$ cat config.mk
export PLATFORM = sky130hd
export DESIGN_NAME = phs_ctrl
export DESIGN_NICKNAME = d
export VERILOG_FILES = /design/src/design/phs_pkg.sv /design/src/design/phs_ctrl.sv
export SDC_FILE = /design/constraint.sdc
export NUM_CORES = 1
export LEC_CHECK = 0
export BUFFER_PORTS_ARGS = -buffer_cell sky130_fd_sc_hd__buf_2
export CAP_MARGIN = 0
export CORE_AREA = 10 10 47 49
export CTS_CLUSTER_DIAMETER = 150
export CTS_CLUSTER_SIZE = 12
export DETAILED_ROUTE_END_ITERATION = 7
export DIE_AREA = 0 0 57 59
export HOLD_SLACK_MARGIN = 0.08
export REMOVE_ABC_BUFFERS = 1
export SLEW_MARGIN = 20
export SYNTH_ARGS = -nofsm -noshare
export SYNTH_HDL_FRONTEND = slang
export SYNTH_SLANG_ARGS = --single-unit
$ cat constraint.sdc
create_clock -name i_clk -period 2.7 [get_ports i_clk]
set_input_delay 0.135 -clock i_clk [delete_from_list [all_inputs] [get_ports i_clk]]
set_output_delay 0.135 -clock i_clk [all_outputs]
set_load 0.05 [all_outputs]
$ cat src/design/phs_pkg.sv
// shared types, constants and codes for the plate heat relaxation sweep block
package phs_pkg;

    // default plate side and port widths
    localparam int PHS_MAX_SIDE = 32;
    localparam int REG_W        = 32;
    localparam int REG_IDX_W    = 3;
    localparam int KIND_W       = 2;
    localparam int IN_DATA_W    = 16;
    localparam int OUT_DATA_W   = 88;

    // register indexes of the configuration port
    localparam logic [REG_IDX_W-1:0] REG_SIDE      = 3'd0;
    localparam logic [REG_IDX_W-1:0] REG_FIRST_ROW = 3'd1;
    localparam logic [REG_IDX_W-1:0] REG_LAST_COL  = 3'd2;
    localparam logic [REG_IDX_W-1:0] REG_LAST_ROW  = 3'd3;
    localparam logic [REG_IDX_W-1:0] REG_FIRST_COL = 3'd4;
    localparam logic [REG_IDX_W-1:0] REG_TOL       = 3'd5;

    // 100 percent times the q16.16 scale
    localparam logic [22:0] TOL_SCALE = 23'd6553600;

    // request kinds
    typedef enum logic [KIND_W-1:0] {
        KIND_CLEAR = 2'd0,
        KIND_SWEEP = 2'd1,
        KIND_READ  = 2'd2
    } t_kind;

    typedef enum logic [3:0] {
        ST_INIT,
        ST_IDLE,
        ST_CLEAR,
        ST_READ,
        ST_SW_LR,
        ST_SW_SD,
        ST_SW_SUM,
        ST_SW_RELAX,
        ST_SW_CHECK,
        ST_SW_WRITE,
        ST_FINISH
    } t_state;

    typedef struct packed {
        logic load;
        logic clr_we;
        logic rd_cell;
        logic lr_rd;
        logic sd_rd;
        logic sum_en;
        logic relax_en;
        logic check_en;
        logic wr_en;
        logic out_load;
    } t_cmd;

    typedef struct packed {
        logic clr_last;
        logic side_zero;
        logic cell_last;
        logic out_free;
    } t_status;

endpackage

$ cat src/design/phs_ctrl.sv
// sequencing state machine for clear passes, cell reads and relaxation sweeps
module phs_ctrl
    import phs_pkg::*;
(
    input  logic              i_clk,
    input  logic              i_rst_n,
    input  logic              i_in_valid,
    input  logic [KIND_W-1:0] i_in_kind,
    input  t_status           i_status,
    output logic              o_in_ready,
    output t_cmd              o_cmd
);

    t_state r_state;
    t_state n_state;

    always_ff @(posedge i_clk) begin
        if (!i_rst_n) begin
            r_state <= ST_INIT;
        end else begin
            r_state <= n_state;
        end
    end

    // next state
    always_comb begin
        n_state = r_state;
        case (r_state)
            ST_INIT: begin
                if (i_status.clr_last) n_state = ST_IDLE;
            end
            ST_IDLE: begin
                if (i_in_valid) begin
                    case (i_in_kind)
                        KIND_CLEAR: n_state = ST_CLEAR;
                        KIND_SWEEP: n_state = i_status.side_zero ? ST_FINISH : ST_SW_LR;
                        KIND_READ:  n_state = ST_READ;
                        default:    n_state = ST_FINISH;
                    endcase
                end
            end
            ST_CLEAR: begin
                if (i_status.clr_last) n_state = ST_FINISH;
            end
            ST_READ:     n_state = ST_FINISH;
            ST_SW_LR:    n_state = ST_SW_SD;
            ST_SW_SD:    n_state = ST_SW_SUM;
            ST_SW_SUM:   n_state = ST_SW_RELAX;
            ST_SW_RELAX: n_state = ST_SW_CHECK;
            ST_SW_CHECK: n_state = ST_SW_WRITE;
            ST_SW_WRITE: n_state = i_status.cell_last ? ST_FINISH : ST_SW_LR;
            ST_FINISH: begin
                if (i_status.out_free) n_state = ST_IDLE;
            end
            default:     n_state = ST_INIT;
        endcase
    end

    // outputs
    always_comb begin
        o_cmd      = '0;
        o_in_ready = 1'b0;
        case (r_state)
            ST_INIT:     o_cmd.clr_we = 1'b1;
            ST_IDLE: begin
                o_in_ready = 1'b1;
                o_cmd.load = i_in_valid;
            end
            ST_CLEAR:    o_cmd.clr_we   = 1'b1;
            ST_READ:     o_cmd.rd_cell  = 1'b1;
            ST_SW_LR:    o_cmd.lr_rd    = 1'b1;
            ST_SW_SD:    o_cmd.sd_rd    = 1'b1;
            ST_SW_SUM:   o_cmd.sum_en   = 1'b1;
            ST_SW_RELAX: o_cmd.relax_en = 1'b1;
            ST_SW_CHECK: o_cmd.check_en = 1'b1;
            ST_SW_WRITE: o_cmd.wr_en    = 1'b1;
            ST_FINISH:   o_cmd.out_load = i_status.out_free;
            default:     o_cmd = '0;
        endcase
    end

endmodule

Word level (Yosys, flattened, before mapping)
Index checks and enable logic that the tools add are counted.

Word-level logic and storage cells: 40. Input port bits: 9. Bits in registers: 4. Output and inout bits: 11.

Reduce and logical (&&, ||, !) cells: 4. Eq/ne operators: 16. Muxes and demuxes: 19.

Operators by type and width (number): case mux 4 bit (11 select lines) (1); 2-to-1 mux 4 bit (6); equality test 4 x 3 -> 1 bit (second input constant) (4); equality test 4 bit (second input constant) (3); case mux 4 bit (3 select lines) (1); 2-to-1 mux 1 bit (11); equality test 4 x 2 -> 1 bit (second input constant) (2); inequality test 2 bit (second input constant) (4); equality test 4 x 1 -> 1 bit (second input constant) (1); logical NOT 4 bit (1); AND reduction 4 bit (1); equality test 2 x 1 -> 1 bit (second input constant) (1); equality test 2 bit (second input constant) (1); logical NOT 2 bit (1); OR reduction 2 bit (1).

Longest topological paths before layout
Gate-level depths: netlist (run 1).

Depth after elaboration: 4. Mapped depth: 6. Mapped depth without buffers: 5.

Worst setup path after synthesis (run 1)
No wires, ideal clock.

Path kind: register -> output. From: reg r_state[3]. To: out o_cmd[9] (netlist bit). Stages on the path, launching flop included: 4. Data required time: 2.565 ns. Data arrival time: 2.118 ns. Path buffers: 1. Path slack: 0.447 ns. Cell sequence: dfxtp_1 -> buf_2 -> nand2b_4 -> nor4_1.

RTL lines: start: declaration (RTL line phs_ctrl.sv:14) `t_state r_state;`; start signal: assignment (RTL line phs_ctrl.sv:21) `r_state <= n_state;`; end: declaration (RTL line phs_ctrl.sv:11) `output t_cmd o_cmd`.

==> metrics.yaml, run 1 <==
global_route:
  grt_pass1_wl_mm: 2.36
  grt_pass1_vias: 552
  grt_use_met3: 0.0279
  grtUsageTotal: 0.0872
  grt.met1_usage: 0.0970
  grt_max_degree: 19
  antenna_found_initial: 0
  grt_overflow: 0
  met2_usage: 0.133
  gr-max-usage-layer: "met2"
placement:
  gp_congestion: 0.786
  io_buffers: 19
  dpl.hpwl_mm: 1.04
worst_hold_path:
  min_path_cells: 2
  hold_class: "in -> reg"
timing:
  fin_tns_setup_ns: 0
  min_period_ns: 1.75
  timing.fmax_mhz: 571
  slew-limit-headroom: 0.574
  tightest_slew_ns: 0.638
  slew_violations: 0
  skew_ns: 0.00125
  rsz0062_at_grt: "no"
  hold_viol: 0
  setup_violations: 0
  period_share: 0.648
  holdWs_ns: 0.206
floorplan:
  die_w_um: 57
  initial_utilization: 0.331
  die_area_um2: 3360
  die_y_um: 59
  ios: 20
  rows: 14
  core-area_um2: 1400
power_and_ir_drop:
  powerDensity_nw_per_um2: 1020
  p_leak_uw: 0.000255
  worst_ir_drop_vdd_mv: 0.533
outcome:
  outcome: "completed"
clock_tree:
  clockRootBuffer: "clkbuf_4"
  tritoncts: "done"
  h-tree-depth: 1
  clkTransAtPathRegs_ns: 0.04
  clockBufferDepth: 2
  postCtsResizedCells: 0
  cts_setup_buffers: 0
  clkSinkCount: 4
  worstSkewPairLatency_ns: 0.24
  cts_buffers: 3
  cts-hold-fix-buffers: 0
detailed_routing:
  drc: 0
  wl_mm: 1.36
  vias_per_cell: 5.26
  ant_nets: 0
  first_pass_iters: 4
  drtIter0Drc: 18
  num_vias: 521
  routedWlPerCell_um: 13.8
setup_path:
  cp.required_ns: 2.57
  crit_type: "reg -> out"
  reg2reg_depth: 4
  crit_path_start_kind: "flop"
  critPathArrivalTime_ns: 1.62
  cp_max_fo: 18
  crit_path_end_kind: "output port"
run:
  drv_cap: 0
final_layout:
  drive_above_1_share: 0.313
  top_regs: "r_state (4)"
  synthToLayoutAreaGrowth_pct: 21.8
  nNetsFinal: 94
  largest_reg_flops: 4
  antenna_cells: 0
  regMostFlops: "r_state"
logic_synthesis:
  ys_seq_elements: 4
  seq_area_frac_synth: 0.173
  synthCells: 66
  yosysUniqueCellTypes: 32
  synth_edf_count: 0
  syn-cell-area_um2: 464
  synth-main-ff-cell: "dfxtp_1"
  yosys_warnings: 0
  synth-async-reset-ratio: 0
  synth.avg_cell_area_um2: 7.03
-- cell usage in the layout, fill, tap and decap left out, types with 2 or more instances in the layout --
cell	n
inv_1	6
nand2_1	4
dfxtp_1	4
nor2_1	6
o21ai_0	3
nand2b_1	4
buf_2	19
nand3_1	4
nor2b_1	2
clkbuf_4	3
nor3_1	6
o21ai_1	3
-- metal layers --
metal  up-vias  wire [µm]
met5         -          0
li1        273          -
met1       225        614
met4         0         34
met3         4         80
met2        19        633
-- where the power goes --
part | switching, µW | internal (µW) | total (µW) | leakage (µW)
Sequential | 76.0 | 77.5 | 153 | 0.0000327
Clock | 26.9 | 49.9 | 76.8 | 0.0000138
Combinational | 225 | 119 | 344 | 0.000209
-- worst max-delay path: stages, from the launching register on --
cell and delay (ns):
dfxtp_1 0.72, nand2b_1 0.23, nor2_1 0.07, and2_1 0.16, buf_2 0.20
-- stage by stage --
stage                     std cells  instance area, µm²  total power, µW  worst slack, ns   util
after floorplan                  61                 428              414            0.376      -
after global placement           96                 543              499             1.14  0.388
after detailed placement         96                 543              500             1.08  0.388
after CTS                        99                 566              581            0.939  0.404
after global routing             99                 566              634            0.793  0.404
final                            99                 566              574            0.949  0.404
-- worst paths after layout --
path,from,end,slack [ns]
hold / removal,i_rst_n,r_state[1],0.21
setup / recovery,r_state[0],o_cmd[0],0.95
setup reg to reg,r_state[0],r_state[1],1.09
hold reg to reg,r_state[2],r_state[0],0.84
-- cells in the mapped netlist, types with 2 or more instances --
cell      n  area share
buf_4     2       0.032
dfxtp_1   4        0.17
nand2b_1  4       0.054
nor3_1    6       0.065
nor2b_1   2       0.027
o21ai_0   3       0.032
o21ai_1   3       0.032
buf_2     2       0.022
nor2_1    6       0.049
nand3_1   4       0.043
inv_1     6       0.049
nand2_1   4       0.032
-- cells by family (layout without fill, tap and decap cells) --
logic type      after synthesis  in the layout  share of synthesized area
simple gates                 34             34                      0.399
flops                         4              4                      0.173
buf+inv                      11             28                      0.127
compound gates               17             17                      0.302
-- area by class of cell --
class	instances	area [µm²]
clock buffers	3	22.5
repair buffers	19	95.1
multi-input cells	51	325
flip-flops and latches	4	80.1
fillers	158	836
well taps	16	20.0
inverters	6	22.5
(Power assumes the default switching activity.)
==> run 2, diff against run 1 <==
==> constraint.sdc (replaced) <==
create_clock -name i_clk -period 1.6 [get_ports i_clk]
set_input_delay 0.08 -clock i_clk [delete_from_list [all_inputs] [get_ports i_clk]]
set_output_delay 0.08 -clock i_clk [all_outputs]
set_load 0.05 [all_outputs]
==> run 2 against run 1 <==
Effect of this change: total power increased by 78%; highest routed layer unchanged; non-clock buffer count increased by 3; largest cell class unchanged; critical endpoint is now o_cmd[4]; sequential share of layout area about the same.
==> metrics.yaml, run 2 (synthesized netlist as in run 1, its figures left out) <==
clock_tree:
  h-tree-depth: 1  # unchanged
  cts_buffers: 3  # unchanged
  tritoncts: "done"
  worstSkewPairLatency_ns: 0.24  # about the same
  clockBufferDepth: 2  # unchanged
  clkSinkCount: 4  # unchanged
  clkTransAtPathRegs_ns: 0.04  # about the same
  cts-hold-fix-buffers: 0  # unchanged
  clockRootBuffer: "clkbuf_4"
setup_path:
  cp_max_fo: 8  # -10
  crit_path_end_kind: "output port"
  crit_chain: "buf_4, nand2_1, nor3_1, buf_2"
  crit_buf_inv: 2  # +1
  crit_family: "buffers and inverters"
  crit_path_start_kind: "flop"
  crit_slowest_cell: "dfxtp_1"
  max_stage_delay_ns: 0.49  # -0.23 ns
  cp.required_ns: 1.52  # -1.05 ns
  critPathArrivalTime_ns: 1.44  # -0.18 ns
  crit_type: "reg -> out"
floorplan:
  ios: 20  # unchanged
  initial_utilization: 0.331  # unchanged
  core-area_um2: 1400  # unchanged
  die_area_um2: 3360  # unchanged
  die_y_um: 59  # unchanged
  die_w_um: 57  # unchanged
  rows: 14  # unchanged
global_route:
  antenna_found_initial: 0  # unchanged
  grt_pass1_vias: 569  # +3.1%
  grt_pass1_wl_mm: 2.38  # +0.89%
  grtUsageTotal: 0.0868  # -0.000394
  grt_overflow: 0  # unchanged
  grt_max_degree: 15  # -4
power_and_ir_drop:
  powerDensity_nw_per_um2: 1720  # +70%
  p_int_uw: 455  # +85%
  worst_ir_drop_vdd_mv: 1.04  # +96%
  totalPowerFinal_uw: 1020  # +78%
  seq_power_share: 0.237  # -0.030
  p_switching_uw: 565  # +72%
  clockPowerShare: 0.123  # -0.011
  p_sw_frac: 0.554  # -0.0171
  combPwrFrac: 0.640  # +0.041
  p_leak_uw: 0.000272  # +6.6%
timing:
  period_share: 0.950
  hold_viol: 0  # unchanged
  tightest_slew_ns: 0.319  # -0.319 ns
  slew_violations: 0  # unchanged
  timing.fmax_mhz: 658
  min_period_ns: 1.52
  rsz0062_at_grt: "no"
  skew_ns: 0.00573  # +0.00448 ns
  slew-limit-headroom: 0.787  # +0.213
  fin_tns_setup_ns: 0  # unchanged
  post-route-worst-setup-slack_ns: 0.0803  # -0.869 ns
  holdWs_ns: 0.123  # -0.0833 ns
  setup_violations: 0  # unchanged
final_layout:
  final_common_cell: "buf_2"
  regMostFlops: "r_state"
  top_regs: "r_state (4)"
  multiInputGateArea_um2: 325  # unchanged
  largest_reg_flops: 4  # unchanged
  ff_latch_area_um2: 83.8  # +4.7%
  layout_common_cells: "19 x buf_2, 6 x nor3_1, 6 x inv_1, 6 x nor2_1"
  synthToLayoutAreaGrowth_pct: 27.5
  antenna_cells: 0  # unchanged
  post-route-util: 0.422  # +0.0187
  nNetsFinal: 97  # +3.2%
  drive_above_1_share: 0.372  # +0.0588
  nFillCells: 167  # +5.7%
detailed_routing:
  vias_per_cell: 5.32  # +1.2%
  wl_mm: 1.40  # +3.0%
  routedWlPerCell_um: 13.8  # about the same
  num_vias: 543  # +4.2%
  drtIter0Drc: 4  # -14
  first_pass_iters: 3  # -1
  ant_nets: 0  # unchanged
  drc: 0  # unchanged
placement:
  gp_congestion: 0.832  # +5.9%
  post-place-ws_ns: 0.121  # -0.959 ns
  io_buffers: 19  # unchanged
  dpl.hpwl_mm: 1.12  # +7.3%
outcome:
  outcome: "completed"
run:
  drv_cap: 0  # unchanged
worst_hold_path:
  hold_class: "in -> reg"
## run 2: area by class of cell
cell class	count	area share
clock buffers	3	0.0381
flip-flops and latches	4	0.142
multi-input cells	51	0.550
inverters	6	0.0381
repair buffers	22	0.199
well taps	16	0.0338
## run 2: path summary, 6_finish.rpt
| kind | to | cells after the start | from | slack, ns |
|---|---|---|---|---|
| setup / recovery | o_cmd[4] | 4 | r_state[2] | 0.08 |
| hold / removal | r_state[0] | 4 | i_in_valid | 0.12 |
| hold reg to reg | r_state[3] | 2 | r_state[0] | 0.68 |
| setup reg to reg | r_state[1] | 4 | r_state[2] | 0.21 |
## run 2: worst reg2reg max path, stage by stage (launching register included)
cell and delay (ns):
dfxtp_1 0.39, nand2b_1 0.25, a2111oi_4 0.40, a21o_1 0.13, o221a_1 0.16
## run 2: per-stage QoR
stage                     cells  instance area, µm²
after global routing        102                 592
after detailed placement     99                 566
after global placement       99                 566
after floorplan              61                 428
after CTS                   102                 591
final                       102                 592
## run 2: metal layers
layer | up-vias | track usage | wire [µm]
met5 | - | 0 | 0
met4 | 0 | 0.0805 | 29
li1 | 281 | - | -
met2 | 17 | 0.135 | 638
met1 | 241 | 0.0948 | 683
met3 | 4 | 0.0215 | 53
## run 2: repair_timing
item,CTS,global route
endpoints found under the hold margin,0,0
setup endpoints to repair,2,2
setup buffers,0,0
pin swaps,0,0
gates cloned,0,0
resized for setup,2,1
## run 2: power by group through the flow
stage / clock network (µW) / registers (µW) / logic (µW)
after CTS: 135 / 237 / 655
after global placement: 0 / 232 / 657
after floorplan: 0 / 229 / 470
after global routing: 137 / 252 / 702
after detailed placement: 0 / 233 / 654
final: 125 / 242 / 653
